`src/sv/tqlc_pkg.sv`:
```
// Shared constants, codes and types for the timer queue.
`default_nettype none
package tqlc_pkg;
  localparam int DEPTH = 16;
  localparam int IW = $clog2(DEPTH);
  localparam int CW = IW + 1;
  localparam int DLW = 32;
  localparam int OWNW = 8;
  localparam int ACTW = 4;
  localparam int ENTW = DLW + OWNW + ACTW;
  localparam int WAITW = 25;
  localparam logic [WAITW-1:0] WAIT_MAX = 25'd16777215;
  localparam logic [WAITW-1:0] WAIT_NONE = '1;

  typedef enum logic [1:0] {
    CMD_ADD    = 2'd0,
    CMD_CANCEL = 2'd1,
    CMD_TICK   = 2'd2,
    CMD_NOP    = 2'd3
  } cmd_t;

  typedef enum logic [1:0] {
    KIND_ACK     = 2'd0,
    KIND_EXPIRED = 2'd1,
    KIND_WAIT    = 2'd2
  } kind_t;

  typedef enum logic [3:0] {
    S_IDLE   = 4'b0001,
    S_ACK    = 4'b0010,
    S_SCAN   = 4'b0100,
    S_DECIDE = 4'b1000
  } state_t;
endpackage
`default_nettype wire

```
`src/sv/tqlc_ram.sv`:
```
// Generic simple dual-port RAM (one write port, one read port) with registered read.
`default_nettype none
module tqlc_ram #(
  parameter int WIDTH = 8,
  parameter int DEPTH = 16
) (
  input  wire logic                     clk,
  input  wire logic                     we,
  input  wire logic [$clog2(DEPTH)-1:0] waddr,
  input  wire logic [WIDTH-1:0]         wdata,
  input  wire logic [$clog2(DEPTH)-1:0] raddr,
  output logic [WIDTH-1:0]              rdata
);
  logic [WIDTH-1:0] mem [DEPTH];

  // write and registered read
  always_ff @(posedge clk) begin
    if (we) begin
      mem[waddr] <= wdata;
    end
    rdata <= mem[raddr];
  end
endmodule
`default_nettype wire

```
`src/sv/timer_queue_lazy_cancel.sv`:
```
// Top level of the deadline-ordered timer queue with lazy cancellation.
`default_nettype none
// Timer queue for DEPTH timers. Deadline, owner and action live in one RAM;
// valid, cancelled and insertion rank are per-slot flops. Add and unused
// commands go straight to the ack state. Cancel and every head search sweep
// the RAM; a tick runs one sweep per removed entry plus one for the wait
// report. Results leave through an output register, one per cycle at most.
module timer_queue_lazy_cancel
  import tqlc_pkg::*;
(
  input  wire logic              clk,
  input  wire logic              rst,
  input  wire logic              in_valid,
  output logic                   in_stall,
  input  wire logic [1:0]        command,
  input  wire logic [OWNW-1:0]   owner,
  input  wire logic [23:0]       timeout,
  input  wire logic [ACTW-1:0]   action,
  input  wire logic [DLW-1:0]    now_ms,
  output logic                   out_valid,
  input  wire logic              out_stall,
  output logic [1:0]             kind,
  output logic                   status,
  output logic [OWNW-1:0]        expired_owner,
  output logic [ACTW-1:0]        expired_action,
  output logic signed [WAITW-1:0] next_wait,
  output logic                   last
);
  state_t state;
  cmd_t cmd;
  logic [OWNW-1:0] cur_owner;
  logic [DLW-1:0] cur_now;
  logic ack_status;

  logic [DEPTH-1:0] valid;
  logic [DEPTH-1:0] cancelled;
  logic [IW-1:0] rank [DEPTH];
  logic [CW-1:0] count;

  logic [CW-1:0] cnt;
  logic rd_v;
  logic [IW-1:0] rd_idx;
  logic [ENTW-1:0] rdata;

  logic found;
  logic [IW-1:0] best_idx;
  logic [DLW-1:0] best_dl;
  logic [IW-1:0] best_rank;
  logic [OWNW-1:0] best_own;
  logic [ACTW-1:0] best_act;

  logic accept, out_free;
  logic [IW-1:0] free_idx;
  logic full;
  logic [32:0] dl_sum;
  logic [DLW-1:0] dl_new;
  logic ram_we;
  logic [IW-1:0] raddr;

  logic [DLW-1:0] e_dl;
  logic [OWNW-1:0] e_own;
  logic [ACTW-1:0] e_act;
  logic [IW-1:0] e_rank;
  logic take;
  logic [DLW-1:0] diff;
  logic [WAITW-1:0] wait_val;

  logic head_wait, head_emit, out_load;

  assign in_stall = (state != S_IDLE);
  assign accept = in_valid && !in_stall;
  assign out_free = !out_valid || !out_stall;

  // pick the lowest free slot
  always_comb begin
    free_idx = '0;
    for (int i = DEPTH - 1; i >= 0; i--) begin
      if (!valid[i]) free_idx = IW'(i);
    end
  end
  assign full = &valid;

  // saturated deadline
  assign dl_sum = {1'b0, now_ms} + {9'd0, timeout};
  assign dl_new = dl_sum[32] ? '1 : dl_sum[DLW-1:0];
  assign ram_we = accept && (cmd_t'(command) == CMD_ADD) && !full;
  assign raddr = cnt[IW-1:0];

  tqlc_ram #(.WIDTH(ENTW), .DEPTH(DEPTH)) u_ram (
    .clk  (clk),
    .we   (ram_we),
    .waddr(free_idx),
    .wdata({dl_new, owner, action}),
    .raddr(raddr),
    .rdata(rdata)
  );

  assign e_dl = rdata[ENTW-1 -: DLW];
  assign e_own = rdata[ACTW +: OWNW];
  assign e_act = rdata[ACTW-1:0];
  assign e_rank = rank[rd_idx];

  // compare the returned entry against the best so far
  always_comb begin
    take = 1'b0;
    if (rd_v && valid[rd_idx]) begin
      if (cmd == CMD_CANCEL) begin
        take = (e_own == cur_owner) && (!found || e_rank > best_rank);
      end else begin
        take = !found || (e_dl < best_dl) || (e_dl == best_dl && e_rank < best_rank);
      end
    end
  end

  // wait until the head deadline, saturated
  assign diff = best_dl - cur_now;
  assign wait_val = (diff > DLW'(WAIT_MAX)) ? WAIT_MAX : WAITW'(diff);

  // classify the head and decide when the result register loads
  assign head_wait = !found || (!cancelled[best_idx] && best_dl > cur_now);
  assign head_emit = !head_wait && !cancelled[best_idx] && best_act != '0;
  assign out_load = out_free &&
                    ((state == S_ACK) || (state == S_DECIDE && (head_wait || head_emit)));

  // control, slot flags and result register
  always_ff @(posedge clk) begin
    if (rst) begin
      state <= S_IDLE;
      valid <= '0;
      cancelled <= '0;
      count <= '0;
      out_valid <= 1'b0;
      rd_v <= 1'b0;
      cnt <= '0;
      found <= 1'b0;
    end else begin
      if (out_load) out_valid <= 1'b1;
      else if (!out_stall) out_valid <= 1'b0;
      unique case (state)
        S_IDLE: begin
          if (accept) begin
            cmd <= cmd_t'(command);
            cur_owner <= owner;
            cur_now <= now_ms;
            ack_status <= 1'b0;
            cnt <= '0;
            rd_v <= 1'b0;
            found <= 1'b0;
            unique case (cmd_t'(command))
              CMD_ADD: begin
                state <= S_ACK;
                if (full) begin
                  ack_status <= 1'b1;
                end else begin
                  valid[free_idx] <= 1'b1;
                  cancelled[free_idx] <= 1'b0;
                  rank[free_idx] <= count[IW-1:0];
                  count <= count + 1'b1;
                end
              end
              CMD_CANCEL, CMD_TICK: state <= S_SCAN;
              default: state <= S_ACK;
            endcase
          end
        end
        S_ACK: begin
          if (out_free) begin
            kind <= KIND_ACK;
            status <= ack_status;
            expired_owner <= '0;
            expired_action <= '0;
            next_wait <= '0;
            last <= 1'b1;
            state <= S_IDLE;
          end
        end
        S_SCAN: begin
          // sweep the RAM, one read per cycle
          rd_v <= (cnt < CW'(DEPTH));
          rd_idx <= raddr;
          if (cnt < CW'(DEPTH)) cnt <= cnt + 1'b1;
          if (take) begin
            found <= 1'b1;
            best_idx <= rd_idx;
            best_dl <= e_dl;
            best_rank <= e_rank;
            best_own <= e_own;
            best_act <= e_act;
          end
          if (cnt == CW'(DEPTH) && !rd_v) begin
            if (cmd == CMD_CANCEL) begin
              if (found) cancelled[best_idx] <= 1'b1;
              state <= S_ACK;
            end else begin
              state <= S_DECIDE;
            end
          end
        end
        S_DECIDE: begin
          if (head_wait) begin
            // report the wait and finish
            if (out_free) begin
              kind <= KIND_WAIT;
              status <= 1'b0;
              expired_owner <= '0;
              expired_action <= '0;
              next_wait <= found ? wait_val : WAIT_NONE;
              last <= 1'b1;
              state <= S_IDLE;
            end
          end else if (cancelled[best_idx] || best_act == '0 || out_free) begin
            // emit if live with a handler, then drop the head and rescan
            if (head_emit) begin
              kind <= KIND_EXPIRED;
              status <= 1'b0;
              expired_owner <= best_own;
              expired_action <= best_act;
              next_wait <= '0;
              last <= 1'b0;
            end
            valid[best_idx] <= 1'b0;
            cancelled[best_idx] <= 1'b0;
            for (int i = 0; i < DEPTH; i++) begin
              if (valid[i] && rank[i] > best_rank) rank[i] <= rank[i] - 1'b1;
            end
            if (count != '0) count <= count - 1'b1;
            cnt <= '0;
            rd_v <= 1'b0;
            found <= 1'b0;
            state <= S_SCAN;
          end
        end
        default: state <= S_IDLE;
      endcase
    end
  end
endmodule
`default_nettype wire

```
`config.mk`:
```
export PLATFORM = sky130hd
export DESIGN_NAME = timer_queue_lazy_cancel
export DESIGN_NICKNAME = d
export VERILOG_FILES = /design/src/sv/tqlc_pkg.sv /design/src/sv/tqlc_ram.sv /design/src/sv/timer_queue_lazy_cancel.sv
export SDC_FILE = /design/constraint.sdc
export NUM_CORES = 1
export LEC_CHECK = 0
export BUFFER_PORTS_ARGS = -buffer_cell sky130_fd_sc_hd__buf_4
export CORE_UTILIZATION = 57
export CTS_CLUSTER_DIAMETER = 60
export DETAILED_ROUTE_END_ITERATION = 10
export GPL_ROUTABILITY_DRIVEN = 0
export PLACE_DENSITY = 0.74
export SLEW_MARGIN = 20
export SYNTH_ARGS = -nofsm -noshare
export SYNTH_HDL_FRONTEND = slang
export SYNTH_HIERARCHICAL = 1
export SYNTH_SLANG_ARGS = --single-unit
```
`constraint.sdc`:
```
create_clock -name clk -period 6.5 [get_ports clk]
set_clock_uncertainty 0.05 [all_clocks]
set_input_delay 1.95 -clock clk [delete_from_list [all_inputs] [get_ports clk]]
set_output_delay 1.95 -clock clk [all_outputs]
set_load 0.02 [all_outputs]
```
Word-level counts from Yosys, hierarchy flattened. Memories as Yosys holds them, arrays and structs flattened. A register that Yosys moved wholly into a read port is not among the register bits. Index checks and enable logic that the tools add are counted.

Input bits: 74. Bits in writable memories: 768. Memories: 2. Output and inout port bits: 43. Register bits: 189. Word-level logic and storage cells: 390.

Reductions and logical operators: 69. Muxes and demuxes: 212. Bitwise operators: 8. Eq/ne operators: 27. Order comparisons: 27. $add $sub $neg: 21.

Memory list: u_ram.mem (words 16, width 44, read ports 1, clocked after Yosys merged registers in 1, write ports 1, line tqlc_ram.sv:14) `logic [WIDTH-1:0] mem [DEPTH];`; rank (words 16, width 4, read ports 17, clocked after Yosys merged registers in 1, write ports 16, line timer_queue_lazy_cancel.sv:37) `logic [IW-1:0] rank [DEPTH];`.

Operators with widths (count): 16-bit two-way mux (13); 25-bit two-way mux (7); 1-bit two-way mux (125); 4-bit two-way mux (29); 4-bit greater-than comparator (17); 4-bit by 1-bit subtractor with 4-bit output, second input constant (16); 5-bit two-way mux (10); 25-bit one-hot mux with 2 select lines (1); 16-bit AND (3); 16-bit one-hot mux with 3 select lines (1); 32-bit by 24-bit adder with 33-bit output (1); 32-bit == test (1); 32-bit by 24-bit greater-than comparator with 1-bit output, second input constant (1); 32-bit greater-than comparator (1); 32-bit less-than comparator (1); 32-bit two-way mux (1); 8-bit two-way mux (4); 16-bit NOT (2); 16-bit bitwise OR (2); 16-bit one-hot mux with 2 select lines (1); 32-bit subtractor (1); 1-bit logical AND (30); 2-bit != test, second input constant (10); 4-bit one-hot mux with 4 select lines (1); 48 further kinds (85).

Depth between registers and ports, before layout. Gate-level depths: netlist (run 1).

Depth after elaboration: 26. Mapped depth: 15. Mapped depth without buffers: 13.

Cells and area by module. Netlist (run 1), hierarchy kept.

Modules (own cells, without submodules): tqlc_ram (seq. area each 22021.1 um^2, times used 1, area an instance 27266.2 um^2, cells each 1142); timer_queue_lazy_cancel (seq. area each 7186.9 um^2, times used 1, area an instance 17624.4 um^2, cells each 1679).

Worst setup path after synthesis (run 1). OpenSTA, ideal clock, no wires.

Kind: flip-flop to flip-flop. Start: register (tool-made name). End: register best_act[0] (enable). Setup slack: 0.050 ns. Clock period less this slack: 6.450 ns. Buffers on the path: 2. Setup time: 0.479 ns. Cell stages (with the launch flop): 15. Required time: 5.971 ns. Arrival time: 5.922 ns. Cell sequence: dfxtp_1 > clkbuf_1 > buf_1 > mux4_2 > mux4_2 > ha_1 > nor2b_1 > o21ai_0 > nand2b_1 > a21oi_1 > a41oi_1 > o211ai_1 > a21oi_1 > nand2_1 > a21oi_1.

RTL lines: end signal: assignment (line timer_queue_lazy_cancel.sv:188) `best_act <= e_act;`; end: declaration (line timer_queue_lazy_cancel.sv:50) `logic [ACTW-1:0] best_act;`.

Final worst setup path (run 1).
Start: input port now_ms[0]. End: memory u_ram/mem[8][15] in the netlist's numbering, data pin.

Longest elaborated chain between the ends: 2.

RTL lines: start: declaration (line timer_queue_lazy_cancel.sv:19) `input wire logic [DLW-1:0] now_ms,`; 32-bit by 24-bit adder with 33-bit output (line timer_queue_lazy_cancel.sv:84) `assign dl_sum = {1'b0, now_ms} + {9'd0, timeout};`; 32-bit two-way mux (line timer_queue_lazy_cancel.sv:85) `assign dl_new = dl_sum[32] ? '1 : dl_sum[DLW-1:0];`; named net dl_new[3] (line timer_queue_lazy_cancel.sv:56) `logic [DLW-1:0] dl_new;`; end: declaration (line tqlc_ram.sv:14).

The timed path passes the listed nets, and every way through them passes these cells.

==> results of run 1 <==
-- synthesized netlist by cell type (all sizes together), types with 4 or more instances --
library cell and count:
a211oi 38, a21boi 4, a21o 27, a21oi 130, a22oi 91, a311oi 8
a31oi 13, and2 13, and3 8, and4 4, buf 54, clkbuf 59
dfxtp 97, edfxtp 908, ha 178, inv 128, mux2 42, mux2i 33
mux4 205, nand2 175, nand2b 23, nand3 25, nand3b 4, nand4 45
nor2 85, nor2b 44, nor3 38, nor4 4, o2111ai 18, o211ai 11
o21a 42, o21ai 80, o21bai 13, o22ai 18, o31a 4, or2 6
or3 11, or4 5, xnor2 32, xor2 54
-- registers in the layout (all words and copies together) (netlist names), 4 cells and up, named ones only --
signal          cells
best_act            4
best_rank           4
cnt                 5
cur_owner           8
u_ram/rdata        44
expired_owner       8
state               4
rank               64
expired_action      4
best_own            8
count               5
valid              16
best_dl            32
cur_now            32
next_wait          25
best_idx            4
rd_idx              4
cancelled          16
u_ram/mem         704
-- report_power, final --
part	leakage, nW	switching, mW	internal [mW]
sequential	8.97	0.102	7.32
clock	1.73	2.49	3.58
combinational	6.74	0.865	0.501
total	17.4	3.46	11.4
-- kinds of logic after synthesis --
family          after synthesis  synth area share, %
fa+ha+maj                   181                 5.10
mux                         280                 12.1
buf+inv                     244                 2.38
simple gates                496                 5.36
flops                      1005                 65.1
xor+xnor                     86                 1.68
compound gates              529                 8.34
-- metrics by stage --
stage / instance area (um2) / hold WS (ps)
floorplan: 44900 / 336
global placement: 47100 / 343
CTS: 50600 / 373
global route: 50700 / 374
detailed placement: 47100 / 345
finish: 50700 / 375
-- routing by layer --
metal | vias to the layer above | part of all wire [%]
met3 | 170 | 10
met1 | 13600 | 39
li1 | 11500 | -
met4 | 2 | 1.8
met2 | 1444 | 48
met5 | - | 0.0082
-- how the worst max path moves through the flow --
stage | start | to | slack, ps | cells past startpoint
2_1_floorplan | flip-flop | best_act[0]$_DFFE_PP_ | 50 | 14
3_3_place_gp | now_ms[0] | u_ram/mem[14][12]$_DFFE_PP_ | 920 | 14
3_5_place_dp | now_ms[0] | u_ram/mem[15][15]$_DFFE_PP_ | 820 | 14
4_1_cts | flip-flop | best_dl[16]$_DFFE_PP_ | 1380 | 13
5_1_grt | now_ms[0] | u_ram/mem[6][15]$_DFFE_PP_ | 1260 | 14
6_report | now_ms[0] | u_ram/mem[8][15]$_DFFE_PP_ | 1410 | 14
-- cell type report --
cell class / instances / share of cell area [%]
multi-input cells: 1572 / 29.2
flip-flops and latches: 1005 / 57.6
diodes: 2 / 0.00987
clock buffers: 138 / 5.79
inverters: 131 / 0.970
repair buffers: 165 / 2.66
well taps: 1040 / 2.57
clock inverters: 54 / 1.19
==> flow_summary.toml, run 1 <==
[status]
status = "finished, final reports clean"

[grt]
first_global_vias = 26600
track_usage_pct = 28.1
grt_busiest_layer = "met2"
use_met1_pct = 39.3
globalRouteMet3Util_pct = 5.01
grt_max_degree = 70
grt_pass1_wl_um = 166000
grt-ovfl-total = 0
gr-usage-met2_pct = 45.9
grt_antenna_before_repair = 6

[timing]
period_share_pct = 78.3
hold_violations = 0
tns_ps = 0
tightestPinTransition_ps = 1100
final_max_slew_viol_count = 0
fin_ws_ps = 1410
max_freq_mhz = 197
setup_viol = 0
slew_headroom_pct = 26.7
fin_crit_ps = 5090
rsz0062_at_grt = "no"

[layout]
final_common_cell = "edfxtp_1"
nets = 3233
fillers = 5217
final_util_pct = 65.2
fin_cells = 4107
drive_above_1_share_pct = 20.6
regArea_um2 = 29200
final_cell_mix = "edfxtp_1 (908), mux4_2 (205), ha_1 (178)"
synthToLayoutAreaGrowth_pct = 12.9
multi_input_area_um2 = 14800

[placed_design]
hpwl_um = 66900
place_ws_ps = 824
port_buffers = 116
dpl.cell_count = 3912

[critical_path]
critPathKind = "primary input to flip-flop"
worst-path-buf-inv = 4
worstRegToRegCells = 13
cp.required_ps = 6830
worstPathMaxFanout = 21
slowest_delay_ps = 520
r2r_setup_slack_ps = 1710
startpoint_type = "primary input"
cp.arrival_ps = 5420
path_cells = "buf_4, ha_1, inv_1, fa_1, nor2b_1, o31a_1, o311a_1, o21ai_0, buf_4, o21ai_0, a41oi_1, or3_1, buf_12, nand2_1"
crit_slowest_cell = "or3_1"
r2r_end = "best_dl[5]$_DFFE_PP_"
critPathTopFamily = "compound AO/OA/AOI/OAI gates"
endpoint_kind = "flip-flop"

[die]
die_w_um = 283
core-area_um2 = 77700
die_h_um = 283
ios = 117
start_util_pct = 57.8
rows = 102
die_area_um2 = 79900

[clock_network]
post_cts_resized = 0
cts_tree = "done"
htreeDepth = 3
postCtsSetupBuffers = 0
ctsHoldBuffers = 0
cts_inserted_buffers = 103
clkTransAtPathRegs_ps = 60
cts_buffer_depth = 3
clock_sinks = 1005
clock_latency_ps = 660
root_buffer = "clkbuf_16"

[routing]
routed_wirelength_um = 110000
dr.first_iter.drc_count = 3047
drt-pass1-iter-count = 5
drcViolationCount = 0
ant_nets = 0
num_vias = 26700
post_drt_wl_per_cell_um = 26.8
vias_per_cell = 6.50

[min_path]
min_from = "u_ram/rdata[3]$_DFF_P_"
whs_endpoint = "best_act[3]$_DFFE_PP_"
hold_class = "flip-flop to flip-flop"
holdPathStages = 0

[yosys]
synth-edff-count = 908
yosysSeqAreaShare_pct = 65.1
synth_seq_cells = 1005
synth_area_leaders = "edfxtp_1 (61%), mux4_2 (10%), ha_1 (5.0%)"
ys.flop_type = "edfxtp_1"
yosys.area.top_type = "edfxtp_1"
synthDominantCellAreaShare_pct = 60.7
yosys_warnings = 6
synthesis.instances = 2821
syn_area_per_cell_um2 = 15.9
async_reset_ff_share_pct = 0
ys_types = 78
syn_area_um2 = 44900
synth_nets = 3076

[power_and_ir_drop]
total_power_mw = 14.9
total_leakage_power_nw = 17.4
powerDensity_nw_per_um2 = 293
ir_worst_vdd_mv = 0.200

[flow_run]
maxCapViolations = 0
Power figures use the tool's default switching activity.
==> inputs of run 2 (changes only) <==
--- a/config.mk
+++ b/config.mk
@@ -5,8 +5,9 @@
 export SDC_FILE = /design/constraint.sdc
 export NUM_CORES = 1
 export LEC_CHECK = 0
+export ABC_AREA = 1
 export BUFFER_PORTS_ARGS = -buffer_cell sky130_fd_sc_hd__buf_4
-export CORE_UTILIZATION = 57
+export CORE_UTILIZATION = 60
 export CTS_CLUSTER_DIAMETER = 60
 export DETAILED_ROUTE_END_ITERATION = 10
 export GPL_ROUTABILITY_DRIVEN = 0
==> constraint.sdc (replaced) <==
create_clock -name clk -period 5.17 [get_ports clk]
set_clock_uncertainty 0.05 [all_clocks]
set_input_delay 1.551 -clock clk [delete_from_list [all_inputs] [get_ports clk]]
set_output_delay 1.551 -clock clk [all_outputs]
set_load 0.02 [all_outputs]
==> run 2 against run 1 <==
Via count increased by 38%. Global-route usage up 2.7 points. Non-clock buffer count is 10 higher. Setup slack got worse by 730 ps. Routed wire length rose by 16%. Combinational power increased by 150%. Critical path depth is 2 lower. Critical endpoint is now u_ram/mem[12][37]$_DFFE_PP_.
==> flow_summary.toml, run 2 <==
[die]
die_h_um = 289
core-area_um2 = 81100
ios = 117
start_util_pct = 61.1
die_w_um = 289
die_area_um2 = 83700
rows = 104

[grt]
grt-ovfl-total = 0
track_usage_pct = 30.7
first_global_vias = 35100
grt_pass1_wl_um = 196000
grt_max_degree = 168
grt_antenna_before_repair = 4

[yosys]
synth_area_leaders = "edfxtp_1 (55%), nand2_1 (11%), inv_1 (6.8%)"
synth_seq_cells = 1005
synth_top_family_by_area = "simple AND/OR/NAND/NOR gates"
synth-edff-count = 908
syn_area_um2 = 49500
synthMostInstantiatedCell = "nand2_1"
synth_commonest_cells = "nand2_1 (1400), edfxtp_1 (908), inv_1 (893), nand3_1 (631), o21ai_0 (194)"
yosysSeqAreaShare_pct = 59.0
synth_nets = 5488
synthXorXnorAreaFrac_pct = 1.04
ys.flop_type = "edfxtp_1"
synthMuxAreaShare_pct = 0.121
synth_adder_area_share_pct = 4.62
yosys.area.top_type = "edfxtp_1"
yosys.area_share.simple_pct = 20.6
synth-compound-area-share_pct = 5.82
synthDominantCellAreaShare_pct = 55.1
async_reset_ff_share_pct = 0
yosys_warnings = 6
synthesis.instances = 5233
ys_types = 62
syn_area_per_cell_um2 = 9.46

[clock_network]
clock_latency_ps = 680
clkTransAtPathRegs_ps = 60
cts_tree = "done"
post_cts_resized = 0
postCtsSetupBuffers = 0
cts_buffer_depth = 3
root_buffer = "clkbuf_16"
cts_inserted_buffers = 109
clock_sinks = 1005
ctsHoldBuffers = 0
htreeDepth = 3

[placed_design]
placed_area_um2 = 51600
hpwl_um = 76500
place_ws_ps = 70.4
port_buffers = 116

[status]
status = "finished, final reports clean"

[layout]
drive_above_1_share_pct = 8.17
largest_register_ffs = 704
final_cell_mix = "nand2_1 (1400), edfxtp_1 (908), inv_1 (893)"
synthToLayoutAreaGrowth_pct = 11.6
regMostFlops = "u_ram/mem"
final_common_cell = "nand2_1"
top_regs = "u_ram/mem (704), rank (64), u_ram/rdata (44)"
final_area_um2 = 55300
nets = 5581

[routing]
ant_nets = 0
vias_per_cell = 5.69
drcViolationCount = 0
drt-pass1-iter-count = 7
num_vias = 36900
dr.first_iter.drc_count = 4099
post_drt_wl_per_cell_um = 19.8
routed_wirelength_um = 128000

[critical_path]
endpoint_kind = "flip-flop"
r2r_end = "rank[15][2]$_DFFE_PP_"
worstPathMaxFanout = 16
critPathKind = "primary input to flip-flop"
cp.arrival_ps = 4650
startpoint_type = "primary input"
r2r_setup_slack_ps = 930
timing.rr.start = "best_dl[16]$_DFFE_PP_"
cp.required_ps = 5330
worstRegToRegCells = 14

[timing]
final_max_slew_viol_count = 0
slew_headroom_pct = 25.1
holdWs_ps = 361
max_freq_mhz = 223
fin_crit_ps = 4490
setup_viol = 0
tightestPinTransition_ps = 1120
rsz0062_at_grt = "no"
period_share_pct = 86.9
fin_ws_ps = 679
tns_ps = 0
hold_violations = 0

[power_and_ir_drop]
powerDensity_nw_per_um2 = 376
ir_worst_vdd_mv = 0.414
total_leakage_power_nw = 23.6
total_power_mw = 20.8

[min_path]
whs_endpoint = "best_act[3]$_DFFE_PP_"
hold_class = "flip-flop to flip-flop"
min_from = "u_ram/rdata[3]$_DFF_P_"
holdPathStages = 0

[flow_run]
maxCapViolations = 0
==> run 2: where the power goes <==
group | switching (mW) | internal (mW)
combinational | 2.37 | 1.00
sequential | 0.319 | 9.34
clock | 3.22 | 4.51
total | 5.91 | 14.9
==> run 2: metal layers <==
layer | routed length, um | track usage, %
met4 | 4380 | 11.1
met3 | 12100 | 5.12
met5 | 0 | 0
met1 | 51100 | 41.7
met2 | 60600 | 50.0
==> run 2: worst max-delay path, stage by stage <==
cell and delay (ps):
buf_4 110, ha_1 200, inv_1 70, fa_1 190
nand3b_1 110, nand2_1 90, a21oi_1 240, o21ai_1 260
a21oi_1 270, inv_1 120, a21oi_1 730, nand3_1 690
==> run 2: cell type report <==
class / count / area, um2
diodes: 1 / 2.50
clock buffers: 141 / 3000
clock inverters: 64 / 626
fillers: 6053 / 25800
inverters: 909 / 3430
multi-input cells: 3126 / 16100
flip-flops and latches: 1005 / 29200
well taps: 1060 / 1330
repair buffers: 175 / 1580
==> run 2: worst max path at each step <==
stage          depth (start not counted)  slack (ps)                          end       start
2_1_floorplan                          3         180        best_act[0]$_DFFE_PP_         rst
3_3_place_gp                          12         150   u_ram/mem[0][33]$_DFFE_PP_  timeout[0]
3_5_place_dp                          12          70   u_ram/mem[5][37]$_DFFE_PP_  timeout[0]
4_1_cts                               12         800   u_ram/mem[3][37]$_DFFE_PP_  timeout[0]
5_1_grt                               12         490  u_ram/mem[10][37]$_DFFE_PP_  timeout[0]
6_report                              12         680  u_ram/mem[12][37]$_DFFE_PP_  timeout[0]
==> run 2: cells by family after synthesis <==
group                      Yosys count
AOI/OAI and AO/OA                  508
xor gates and xnor gates            59
adders and majority gates          181
buffers and inverters             1102
DFF                               1005
muxes                                6
and+or+nand+nor                   2372
==> run 2: through the flow <==
step,cells,util (%)
floorplan,5233,-
global placement,6275,63.7
detailed placement,6275,63.7
CTS,6480,68.2
global route,6480,68.2
finish,6481,68.2
